<file path="src/ler_pkg.sv">
// shared types, constants and step program of the lorenz euler integrator
package ler_pkg;

   localparam int WORD_W = 32;
   localparam int FRAC_W = 24;
   localparam int DT_W = WORD_W - 1;
   localparam int PROD_W = 2 * WORD_W;
   localparam int ADDR_W = 5;
   localparam int REG_IDX_W = 3;
   localparam int NUM_STEPS = 16;
   localparam int STEP_W = $clog2(NUM_STEPS);
   localparam int REQ_DATA_W = 8;
   localparam int RSP_DATA_W = 104;

   localparam logic [WORD_W-1:0] WORD_MAX = {1'b0, {(WORD_W-1){1'b1}}};
   localparam logic [WORD_W-1:0] WORD_MIN = {1'b1, {(WORD_W-1){1'b0}}};

   localparam logic [WORD_W-1:0] SIGMA_RST = 32'd167772160;
   localparam logic [WORD_W-1:0] BETA_RST = 32'd44738124;
   localparam logic [WORD_W-1:0] RHO_RST = 32'd469762048;
   localparam logic [DT_W-1:0] DT_RST = 31'd16777;
   localparam logic [WORD_W-1:0] START_RST = 32'd16777216;

   typedef enum logic [REG_IDX_W-1:0] {
      REG_SIGMA = 3'd0,
      REG_BETA = 3'd1,
      REG_RHO = 3'd2,
      REG_TIME_STEP = 3'd3,
      REG_START_X = 3'd4,
      REG_START_Y = 3'd5,
      REG_START_Z = 3'd6,
      REG_NONE = 3'd7
   } reg_idx_type;

   typedef enum logic [1:0] {
      OP_ADD,
      OP_SUB,
      OP_MUL
   } op_type;

   typedef enum logic [3:0] {
      SRC_X,
      SRC_Y,
      SRC_Z,
      SRC_SIGMA,
      SRC_BETA,
      SRC_RHO,
      SRC_DT,
      SRC_T0,
      SRC_T1,
      SRC_T2,
      SRC_PROD,
      SRC_ZERO
   } src_type;

   typedef enum logic [2:0] {
      DST_T0,
      DST_T1,
      DST_T2,
      DST_X,
      DST_Y,
      DST_Z
   } dst_type;

   typedef struct packed {
      op_type op;
      src_type src_a;
      src_type src_b;
      dst_type dst;
   } uop_type;

   // one euler step; a multiply leaves its product for the next step to consume
   function automatic uop_type uop_at(logic [STEP_W-1:0] step);
      uop_type u;
      unique case (step)
         4'd0:  u = '{OP_SUB, SRC_Y, SRC_X, DST_T0};
         4'd1:  u = '{OP_SUB, SRC_RHO, SRC_Z, DST_T1};
         4'd2:  u = '{OP_MUL, SRC_SIGMA, SRC_T0, DST_T0};
         4'd3:  u = '{OP_ADD, SRC_PROD, SRC_ZERO, DST_T0};
         4'd4:  u = '{OP_MUL, SRC_X, SRC_T1, DST_T1};
         4'd5:  u = '{OP_SUB, SRC_PROD, SRC_Y, DST_T1};
         4'd6:  u = '{OP_MUL, SRC_X, SRC_Y, DST_T2};
         4'd7:  u = '{OP_ADD, SRC_PROD, SRC_ZERO, DST_T2};
         4'd8:  u = '{OP_MUL, SRC_BETA, SRC_Z, DST_T2};
         4'd9:  u = '{OP_SUB, SRC_T2, SRC_PROD, DST_T2};
         4'd10: u = '{OP_MUL, SRC_DT, SRC_T0, DST_T0};
         4'd11: u = '{OP_ADD, SRC_X, SRC_PROD, DST_X};
         4'd12: u = '{OP_MUL, SRC_DT, SRC_T1, DST_T1};
         4'd13: u = '{OP_ADD, SRC_Y, SRC_PROD, DST_Y};
         4'd14: u = '{OP_MUL, SRC_DT, SRC_T2, DST_T2};
         4'd15: u = '{OP_ADD, SRC_Z, SRC_PROD, DST_Z};
         default: u = '{OP_ADD, SRC_ZERO, SRC_ZERO, DST_T0};
      endcase
      return u;
   endfunction

endpackage

</file>
<file path="src/lorenz_euler_integrator.sv">
// lorenz system euler integrator with one shared multiply and saturating add unit
//
// Each request on req_ carries one tick; bit 0 of req_tdata is restart, which first
// reloads the point from start_x/y/z. The block answers every request with one
// item on rsp_: the point before the step in Q8.24 and a flag that is set when
// any intermediate or new coordinate of the step was clipped to the word range.
// The point then moves by one forward-euler step.
// Parameters sigma, beta, rho, the time step and the start point are written over
// the csr_ port at byte addresses 0, 4, ... 24 and can be read back.
// Timing: the step is run as 16 operations of one 32x32 multiplier and one
// saturating adder under a step counter, one operation a cycle. A request is
// taken only in the idle state; the run state works through the operations
// and the done state loads the result register. The result register lets a new
// request be taken while the last result waits; if the receiver still stalls
// when the next step is done, the block holds that result and takes no request
// until the slot frees.
// Reset restores the default parameters, puts the point at the start value and
// empties the result register.
module lorenz_euler_integrator (
   input  logic                            clock,
   input  logic                            reset,
   input  logic                            req_tvalid,
   output logic                            req_tready,
   input  logic [ler_pkg::REQ_DATA_W-1:0]  req_tdata,  // [0] restart, rest zero
   output logic                            rsp_tvalid,
   input  logic                            rsp_tready,
   // [31:0] point_x, [63:32] point_y, [95:64] point_z, [96] saturated, rest zero
   output logic [ler_pkg::RSP_DATA_W-1:0]  rsp_tdata,
   input  logic                            csr_psel,
   input  logic                            csr_penable,
   input  logic                            csr_pwrite,
   input  logic [ler_pkg::ADDR_W-1:0]      csr_paddr,
   input  logic [ler_pkg::WORD_W-1:0]      csr_pwdata,
   output logic [ler_pkg::WORD_W-1:0]      csr_prdata,
   output logic                            csr_pready
);
   import ler_pkg::*;

   typedef enum logic [1:0] {
      ST_IDLE,
      ST_RUN,
      ST_DONE
   } state_type;

   state_type state_ff;
   logic [STEP_W-1:0] step_ff;
   logic rsp_valid_ff;
   logic clip_ff;

   logic [WORD_W-1:0] sigma_ff, beta_ff, rho_ff;
   logic [DT_W-1:0] dt_ff;
   logic [WORD_W-1:0] start_x_ff, start_y_ff, start_z_ff;
   logic [WORD_W-1:0] pos_x_ff, pos_y_ff, pos_z_ff;

   logic [WORD_W-1:0] snap_x_ff, snap_y_ff, snap_z_ff;
   logic [WORD_W-1:0] t0_ff, t1_ff, t2_ff;
   logic signed [PROD_W-1:0] prod_ff;
   logic [RSP_DATA_W-1:0] rsp_data_ff;

   logic req_fire, csr_write, rsp_free;
   reg_idx_type csr_idx;
   uop_type uop;
   logic signed [WORD_W-1:0] op_a, op_b;
   logic [PROD_W-1:FRAC_W+WORD_W-1] prod_hi;
   logic prod_ov;
   logic [WORD_W-1:0] prod_val;
   logic [WORD_W:0] sum;
   logic sum_ov;
   logic [WORD_W-1:0] alu_val;
   logic uses_prod;
   logic clip_hit;

   assign req_tready = (state_ff == ST_IDLE);
   assign req_fire = req_tvalid && req_tready;
   assign rsp_tvalid = rsp_valid_ff;
   assign rsp_tdata = rsp_data_ff;
   assign rsp_free = !rsp_valid_ff || rsp_tready;
   assign csr_pready = 1'b1;
   assign csr_write = csr_psel && csr_penable && csr_pwrite && csr_pready;
   assign csr_idx = reg_idx_type'(csr_paddr[ADDR_W-1:2]);

   always_comb begin
      unique case (csr_idx)
         REG_SIGMA:     csr_prdata = sigma_ff;
         REG_BETA:      csr_prdata = beta_ff;
         REG_RHO:       csr_prdata = rho_ff;
         REG_TIME_STEP: csr_prdata = {1'b0, dt_ff};
         REG_START_X:   csr_prdata = start_x_ff;
         REG_START_Y:   csr_prdata = start_y_ff;
         REG_START_Z:   csr_prdata = start_z_ff;
         default:       csr_prdata = '0;
      endcase
   end

   // product back to word scale, clamped
   assign prod_hi = prod_ff[PROD_W-1:FRAC_W+WORD_W-1];
   assign prod_ov = !((&prod_hi) || !(|prod_hi));
   assign prod_val = prod_ov ? (prod_ff[PROD_W-1] ? WORD_MIN : WORD_MAX)
                             : prod_ff[FRAC_W+WORD_W-1:FRAC_W];

   function automatic logic [WORD_W-1:0] pick(
      src_type s, logic [WORD_W-1:0] x, logic [WORD_W-1:0] y, logic [WORD_W-1:0] z,
      logic [WORD_W-1:0] sg, logic [WORD_W-1:0] bt, logic [WORD_W-1:0] rh,
      logic [DT_W-1:0] dt, logic [WORD_W-1:0] t0, logic [WORD_W-1:0] t1,
      logic [WORD_W-1:0] t2, logic [WORD_W-1:0] pr);
      logic [WORD_W-1:0] v;
      unique case (s)
         SRC_X:     v = x;
         SRC_Y:     v = y;
         SRC_Z:     v = z;
         SRC_SIGMA: v = sg;
         SRC_BETA:  v = bt;
         SRC_RHO:   v = rh;
         SRC_DT:    v = {1'b0, dt};
         SRC_T0:    v = t0;
         SRC_T1:    v = t1;
         SRC_T2:    v = t2;
         SRC_PROD:  v = pr;
         default:   v = '0;
      endcase
      return v;
   endfunction

   always_comb begin
      uop = uop_at(step_ff);
      op_a = pick(uop.src_a, pos_x_ff, pos_y_ff, pos_z_ff, sigma_ff, beta_ff, rho_ff,
                  dt_ff, t0_ff, t1_ff, t2_ff, prod_val);
      op_b = pick(uop.src_b, pos_x_ff, pos_y_ff, pos_z_ff, sigma_ff, beta_ff, rho_ff,
                  dt_ff, t0_ff, t1_ff, t2_ff, prod_val);
      if (uop.op == OP_SUB) begin
         sum = {op_a[WORD_W-1], op_a} - {op_b[WORD_W-1], op_b};
      end else begin
         sum = {op_a[WORD_W-1], op_a} + {op_b[WORD_W-1], op_b};
      end
      sum_ov = sum[WORD_W] != sum[WORD_W-1];
      alu_val = sum_ov ? (sum[WORD_W] ? WORD_MIN : WORD_MAX) : sum[WORD_W-1:0];
      uses_prod = (uop.src_a == SRC_PROD) || (uop.src_b == SRC_PROD);
      clip_hit = (uop.op != OP_MUL) && (sum_ov || (uses_prod && prod_ov));
   end

   always_ff @(posedge clock) begin
      if (reset) begin
         state_ff <= ST_IDLE;
         step_ff <= '0;
         rsp_valid_ff <= 1'b0;
         clip_ff <= 1'b0;
         sigma_ff <= SIGMA_RST;
         beta_ff <= BETA_RST;
         rho_ff <= RHO_RST;
         dt_ff <= DT_RST;
         start_x_ff <= START_RST;
         start_y_ff <= START_RST;
         start_z_ff <= START_RST;
         pos_x_ff <= START_RST;
         pos_y_ff <= START_RST;
         pos_z_ff <= START_RST;
      end else begin
         if (csr_write) begin
            unique case (csr_idx)
               REG_SIGMA:     sigma_ff <= csr_pwdata;
               REG_BETA:      beta_ff <= csr_pwdata;
               REG_RHO:       rho_ff <= csr_pwdata;
               REG_TIME_STEP: dt_ff <= csr_pwdata[DT_W-1:0];
               REG_START_X:   start_x_ff <= csr_pwdata;
               REG_START_Y:   start_y_ff <= csr_pwdata;
               REG_START_Z:   start_z_ff <= csr_pwdata;
               default:       ;
            endcase
         end
         if (rsp_valid_ff && rsp_tready) begin
            rsp_valid_ff <= 1'b0;
         end
         unique case (state_ff)
            ST_IDLE: begin
               if (req_fire) begin
                  if (req_tdata[0]) begin
                     pos_x_ff <= start_x_ff;
                     pos_y_ff <= start_y_ff;
                     pos_z_ff <= start_z_ff;
                  end
                  clip_ff <= 1'b0;
                  step_ff <= '0;
                  state_ff <= ST_RUN;
               end
            end
            ST_RUN: begin
               if (clip_hit) begin
                  clip_ff <= 1'b1;
               end
               if (uop.op != OP_MUL) begin
                  unique case (uop.dst)
                     DST_X:   pos_x_ff <= alu_val;
                     DST_Y:   pos_y_ff <= alu_val;
                     DST_Z:   pos_z_ff <= alu_val;
                     default: ;
                  endcase
               end
               if (step_ff == STEP_W'(NUM_STEPS - 1)) begin
                  state_ff <= ST_DONE;
               end else begin
                  step_ff <= step_ff + 1'b1;
               end
            end
            ST_DONE: begin
               if (rsp_free) begin
                  rsp_valid_ff <= 1'b1;
                  state_ff <= ST_IDLE;
               end
            end
            default: state_ff <= ST_IDLE;
         endcase
      end
   end

   // payload: snapshot, temporaries, product and result word
   always_ff @(posedge clock) begin
      if (req_fire) begin
         snap_x_ff <= req_tdata[0] ? start_x_ff : pos_x_ff;
         snap_y_ff <= req_tdata[0] ? start_y_ff : pos_y_ff;
         snap_z_ff <= req_tdata[0] ? start_z_ff : pos_z_ff;
      end
      if (state_ff == ST_RUN) begin
         if (uop.op == OP_MUL) begin
            prod_ff <= op_a * op_b;
         end else begin
            unique case (uop.dst)
               DST_T0:  t0_ff <= alu_val;
               DST_T1:  t1_ff <= alu_val;
               DST_T2:  t2_ff <= alu_val;
               default: ;
            endcase
         end
      end
      if (state_ff == ST_DONE && rsp_free) begin
         rsp_data_ff <= {{(RSP_DATA_W-3*WORD_W-1){1'b0}}, clip_ff,
                         snap_z_ff, snap_y_ff, snap_x_ff};
      end
   end

`ifndef SYNTHESIS
   a_no_back_to_back: assert property (@(posedge clock) disable iff (reset)
      req_fire |=> !req_tready)
      else $error("request taken while a step is still running");

   a_restart_snapshot: assert property (@(posedge clock) disable iff (reset)
      (req_fire && req_tdata[0]) |=> (snap_x_ff == $past(start_x_ff)) &&
                                    (snap_z_ff == $past(start_z_ff)))
      else $error("restart did not report the start point");

   a_done_loads_result: assert property (@(posedge clock) disable iff (reset)
      (state_ff == ST_DONE && rsp_free) |=> rsp_valid_ff && req_tready)
      else $error("finished step did not reach the result register");
`endif

endmodule

</file>
<file path="config.mk">
export PLATFORM = sky130hd
export DESIGN_NAME = lorenz_euler_integrator
export DESIGN_NICKNAME = d
export VERILOG_FILES = /design/src/ler_pkg.sv /design/src/lorenz_euler_integrator.sv
export SDC_FILE = /design/constraint.sdc
export NUM_CORES = 2
export LEC_CHECK = 0
export BUFFER_PORTS_ARGS = -buffer_cell sky130_fd_sc_hd__buf_2
export CORE_ASPECT_RATIO = 0.75
export CORE_UTILIZATION = 59
export DETAILED_ROUTE_END_ITERATION = 12
export PLACE_DENSITY = 0.79
export SYNTH_ARGS = -nofsm -noshare
export SYNTH_HDL_FRONTEND = slang
export SYNTH_SLANG_ARGS = --single-unit
</file>
<file path="constraint.sdc">
create_clock -name clock -period 10.2 [get_ports clock]
set_input_delay 1.02 -clock clock [delete_from_list [all_inputs] [get_ports clock]]
set_output_delay 1.02 -clock clock [all_outputs]
set_load 0.01 [all_outputs]
</file>
## Word-level counts from Yosys, hierarchy flattened

Memories as Yosys holds them, arrays and structs flattened. A register that Yosys moved wholly into a read port is not among the register bits.
Cells that the tools add are included.

| word-level totals | value |
|---|---|
| register bits | 680 |
| bits in read-only memories | 208 |
| input port bits | 52 |
| output and inout bits | 139 |
| word-level logic and storage cells | 152 |
| memories | 1 |

Memory list:

| memory | words | bits a word | rd ports | clocked after Yosys merged registers in | wr ports | RTL line | RTL |
|---|---|---|---|---|---|---|---|
| (name not given) | 16 | 13 | 1 | 1 | 0 | ler_pkg.sv:75 | `unique case (step)` |

| cells by class | value |
|---|---|
| add/sub/neg operators | 3 |
| $mul | 1 |
| equality and inequality tests | 47 |
| multiplexer cells | 38 |
| bitwise gates (word level) | 1 |
| reduce and logical (&&, ||, !) cells | 39 |

Operators by type and width:

| operator | count |
|---|---|
| case mux 32 bit (11 select lines) | 2 |
| two-way mux 32 bit | 16 |
| case mux 32 bit (7 select lines) | 1 |
| case mux 32 bit (2 select lines) | 3 |
| multiplier 32 x 32 -> 64 bit | 1 |
| adder 32 x 32 -> 33 bit | 1 |
| two-way mux 33 bit | 1 |
| subtractor 32 x 32 -> 33 bit | 1 |
| == test 4 x 3 -> 1 bit, second input constant | 8 |
| == test 4 bit, second input constant | 7 |
| AND reduction 3 bit | 6 |
| == test 4 x 2 -> 1 bit, second input constant | 4 |
| two-way mux 4 bit | 4 |
| AND reduction 2 bit | 8 |
| == test 3 bit, second input constant | 5 |
| == test 3 x 2 -> 1 bit, second input constant | 4 |
| inequality test 2 bit, second input constant | 6 |
| AND reduction 4 bit | 3 |
| AND reduction 9 bit | 1 |
| OR reduction 9 bit | 1 |
| == test 4 x 1 -> 1 bit, second input constant | 2 |
| logical NOT 4 bit | 2 |
| inequality test 2 x 1 -> 1 bit, second input constant | 4 |
| case mux 4 bit (2 select lines) | 1 |
| 16 further kinds | 37 |

## Longest topological paths before layout

| depth | value |
|---|---|
| depth after elaboration | 12 |
| mapped depth | 40 |
| gate-level depth less buffers | 35 |

## Least setup slack after synthesis

Ideal clock, no wire load.

| timing | value |
|---|---|
| kind | register to register |
| start point | reg uop[8] (netlist name) |
| end point | reg prod_ff[61], data pin |
| arrival time | 9.399 ns |
| path slack | 0.639 ns |
| stages on the path, launching flop included | 37 |
| period minus slack after synthesis | 9.561 ns |
| cell sequence | dfxtp_1 -> clkbuf_1 -> clkbuf_1 -> nor3b_1 -> clkbuf_1 -> buf_1 -> a221oi_1 -> and3_1 -> o21a_1 -> clkbuf_1 -> inv_1 -> buf_1 -> nand2_1 -> fa_1 -> inv_1 -> fa_1 -> inv_1 -> fa_1 -> inv_1 -> fa_1 -> inv_1 -> fa_1 -> inv_1 -> fa_1 -> fa_1 -> fa_1 -> ha_1 -> clkbuf_1 -> nand4_1 -> nor3_1 -> nand3_1 -> o311ai_0 -> a21o_1 -> a31o_2 -> a21oi_1 -> or4b_2 -> o2111ai_1 |

| between the ends | value |
|---|---|
| cells in the longest elaborated chain, start to end | 3 |

Ends and longest elaborated chain:

| element | RTL line | RTL |
|---|---|---|
| == test 4 bit (tied with other cells) | lorenz_euler_integrator.sv:107 | `unique case (s)` |
| case mux 32 bit (11 select lines) * | lorenz_euler_integrator.sv:107 |  |
| multiplier 32 x 32 -> 64 bit * | lorenz_euler_integrator.sv:224 | `prod_ff <= op_a * op_b;` |
| end signal, assigned | lorenz_euler_integrator.sv:224 |  |
| end, declared | lorenz_euler_integrator.sv:57 | `logic signed [PROD_W-1:0] prod_ff;` |

Every way passes the cells marked *; elsewhere a longest branch is shown, timed or not.
A chain may end at the register's enable or synchronous reset.

## Worst setup path in the final report

| timing | value |
|---|---|
| start point | reg uop[4] (netlist name) |
| end point | reg prod_ff[58], data pin |

| between the ends | value |
|---|---|
| cells in the longest elaborated chain, start to end | 3 |

Ends and longest elaborated chain:

| element | RTL line |
|---|---|
| == test 4 bit (tied with other cells) | lorenz_euler_integrator.sv:107 |
| case mux 32 bit (11 select lines) * | lorenz_euler_integrator.sv:107 |
| multiplier 32 x 32 -> 64 bit * | lorenz_euler_integrator.sv:224 |

Marks and branches as above.

==> flow_summary.toml <==
[route]
ant_nets = 0
drt_wl_total_um = 252000
drt_iter0_markers = 8590
wl_per_cell_um = 27.0
first_pass_iters = 12
viasPerCell = 6.41
drcViolationCount = 0
num_vias = 59800

[global_routing]
grt_pass1_wl_um = 375000
overflow = 0
grtUsageTotal = 0.426
grt_pass1_vias = 60600
grt_max_degree = 89
antenna_found_initial = 10

[setup_path]
reg2reg_depth = 32
critPathKind = "register to register"
path_max_fanout = 33
startpoint_type = "register"
crit_path_frequent_cell = "fa_1"
slowest_stage = "o221ai_2"
cpPeakStageDelay_ns = 0.86
rrSetupSlack_ns = 0.1
r2r_end = "prod_ff[58]"
required_ns = 10.57
cp.arrival_ns = 10.47
r2r-start = "uop[4]"
end_kind = "register"

[placed_design]
gp_congestion = 1.07
port_buffers = 173
place_ws_ns = 0.337
place_hpwl_um = 198000
place_area_mm2 = 0.0757

[floorplan]
fp.dieW_um = 398
start_util = 0.597
rows = 108
die_y_um = 299
core_region_area_mm2 = 0.116
dieArea_mm2 = 0.119
boundaryPins = 191

[finish]
multiInputGateArea_mm2 = 0.0468
fin_area_mm2 = 0.0776
fin_nets = 9091
drive_gt1_frac = 0.145
fin_util = 0.669
area_growth_pct = 12.1
register_area_mm2 = 0.0167
n_fill_cell = 9046

[synthesis]
ys.warnings.count = 0
synthTopCellsByCount = "1119 x inv_1, 1082 x fa_1, 1061 x nand2_1"
synth.most_common_cell = "inv_1"
ys_seq_area_frac = 0.241
synth_top_area_cell = "fa_1"
synthTopCellsByArea = "fa_1 31%, edfxtp_1 14%, dfxtp_1 9.8%, inv_1 6.1%, nand2_1 5.8%"
syn-cell-area_mm2 = 0.0693
synth_edf_count = 329
ys_ff_latch = 669
synth_ff_type = "dfxtp_1"
yosys.area.top_type_share = 0.313
avgSynthCellArea_um2 = 9.39
synthArstFlopShare = 0
syn_inst = 7375
yosysUniqueCellTypes = 99

[min_path]
min_path_type = "register to register"
hp-start = "snap_y_ff[31]"
hold-path-endpoint = "rsp_tdata[63]"
hold_path_depth = 0

[cts]
clk_pin_slew_worst_paths_ns = 0.07
htreeDepth = 2
numCtsBuffers = 56
cts_buffer_depth = 3
cts_root_buf = "clkbuf_16"
tritoncts = "yes"
insertion_delay_ns = 0.67
clock_sinks = 669

[sta]
tns_ns = 0
max_slew.worst_pin.slew_ns = 1.40
fin_crit_sh = 0.991
max_freq_mhz = 99.0
hold_viol = 0
fin_skew_ns = 0.0592
setup_viol = 0
rsz0062_at_grt = "false"
slew_headroom = 0.0638
maxSlewViolCount = 0
hold_slack_ns = 0.386
fin_crit_ns = 10.10
fin_ws_ns = 0.0966

[job]
maxCapViolCount = 0

[power]
ir_drop_uv = 216
p_leak_nw = 34.4
power_density_mw_per_mm2 = 158

[run_status]
outcome = "finished, final reports clean"
[registers in the layout (all words and copies together) (netlist names), 4 cells and up]
signal / cells
uop: 13
snap_y_ff: 32
beta_ff: 32
dt_ff: 31
sigma_ff: 32
rsp_tdata: 97
rho_ff: 32
t1_ff: 32
step_ff: 4
pos_y_ff: 32
t0_ff: 32
start_y_ff: 32
t2_ff: 32
pos_z_ff: 32
start_z_ff: 32
snap_x_ff: 32
prod_ff: 40
start_x_ff: 32
pos_x_ff: 32
snap_z_ff: 32
[cells in the final DEF (no fill, tap or decap), types with 58 or more instances in the layout]
cell       Yosys  layout
nand2_1     1061    1055
a22oi_1      119     119
a22o_1        91      91
inv_1       1119    1118
mux2_2       119     119
nand2b_1     102     101
a221oi_1      58      58
fa_1        1082    1082
xnor2_1       80      80
buf_2         35     171
edfxtp_1     329     329
nand3_1       84      84
nor2_1       651     646
mux2i_1       83      83
a21oi_1      375     374
dfxtp_1      340     335
clkbuf_16      0      59
o21ai_0      109     107
ha_1         221     221
buf_4         17     544
buf_12         0      58
[cell type report]
type                    instances  area share
repair buffers                774      0.0787
multi-input cells            5105       0.602
clock inverters                23     0.00306
diodes                          6    0.000193
clock buffers                  82      0.0213
flip-flops and latches        669       0.215
well taps                    1540      0.0248
inverters                    1130      0.0547
[power breakdown]
part / internal, mW / switching (mW) / leakage [nW] / total (mW)
Clock: 1.19 / 1.09 / 0.926 / 2.28
Sequential: 3.25 / 0.150 / 5.82 / 3.40
Combinational: 2.45 / 4.16 / 27.6 / 6.61
Total: 6.88 / 5.40 / 34.4 / 12.3
[what timing repair did]
item | 4_1_cts | 5_1_grt
hold buffers | 0 | 0
resized for setup | 0 | 6
setup buffers | 0 | 2
endpoints found under the setup margin | 0 | 10
[kinds of logic after synthesis]
family,Yosys count,synth area share
AND/OR/NAND/NOR,2245,0.141
buffers and inverters,1607,0.0893
adder cells (fa/ha/maj),1329,0.356
AO/OA/AOI/OAI,1187,0.119
flip-flops,669,0.241
multiplexers,221,0.0375
XOR/XNOR,115,0.0148
other,2,0.000108
[metrics by stage]
stage	instances	total power, mW
2_1_floorplan	7381	7.12
3_3_place_gp	9216	9.59
3_5_place_dp	9216	9.78
4_1_cts	9321	12.0
5_1_grt	9327	12.8
6_report	9329	12.3
[how the worst max path moves through the flow]
stage | startpoint | endpoint | slack, ns | depth (start not counted)
after global placement | prod_ff[58] | prod_ff[58] | 0.46 | 31
after floorplan | uop[8] | prod_ff[61] | 0.64 | 36
after CTS | prod_ff[59] | prod_ff[61] | 0.29 | 29
after detailed placement | prod_ff[59] | prod_ff[61] | 0.34 | 29
final | uop[4] | prod_ff[58] | 0.1 | 32
after global routing | uop[7] | prod_ff[61] | 0.01 | 31
[worst max-delay path: cells and delay by family, from the launching register on]
| family | cells | cell delay, ns |
|---|---|---|
| xor gates and xnor gates | 1 | 0.16 |
| buffers and inverters | 7 | 1.63 |
| AOI/OAI and AO/OA | 13 | 3.44 |
| and+or+nand+nor | 2 | 0.28 |
| adders and majority gates | 9 | 3.77 |
| DFF | 1 | 0.50 |
[metal layers]
metal,track usage,routed length (µm),vias up
met2,0.597,103000,4766
met4,0.182,13700,6
met5,0,31,-
met3,0.170,42300,986
li1,-,-,24600
met1,0.585,92400,29400
Note: power is estimated with default switching activity, not from simulation.
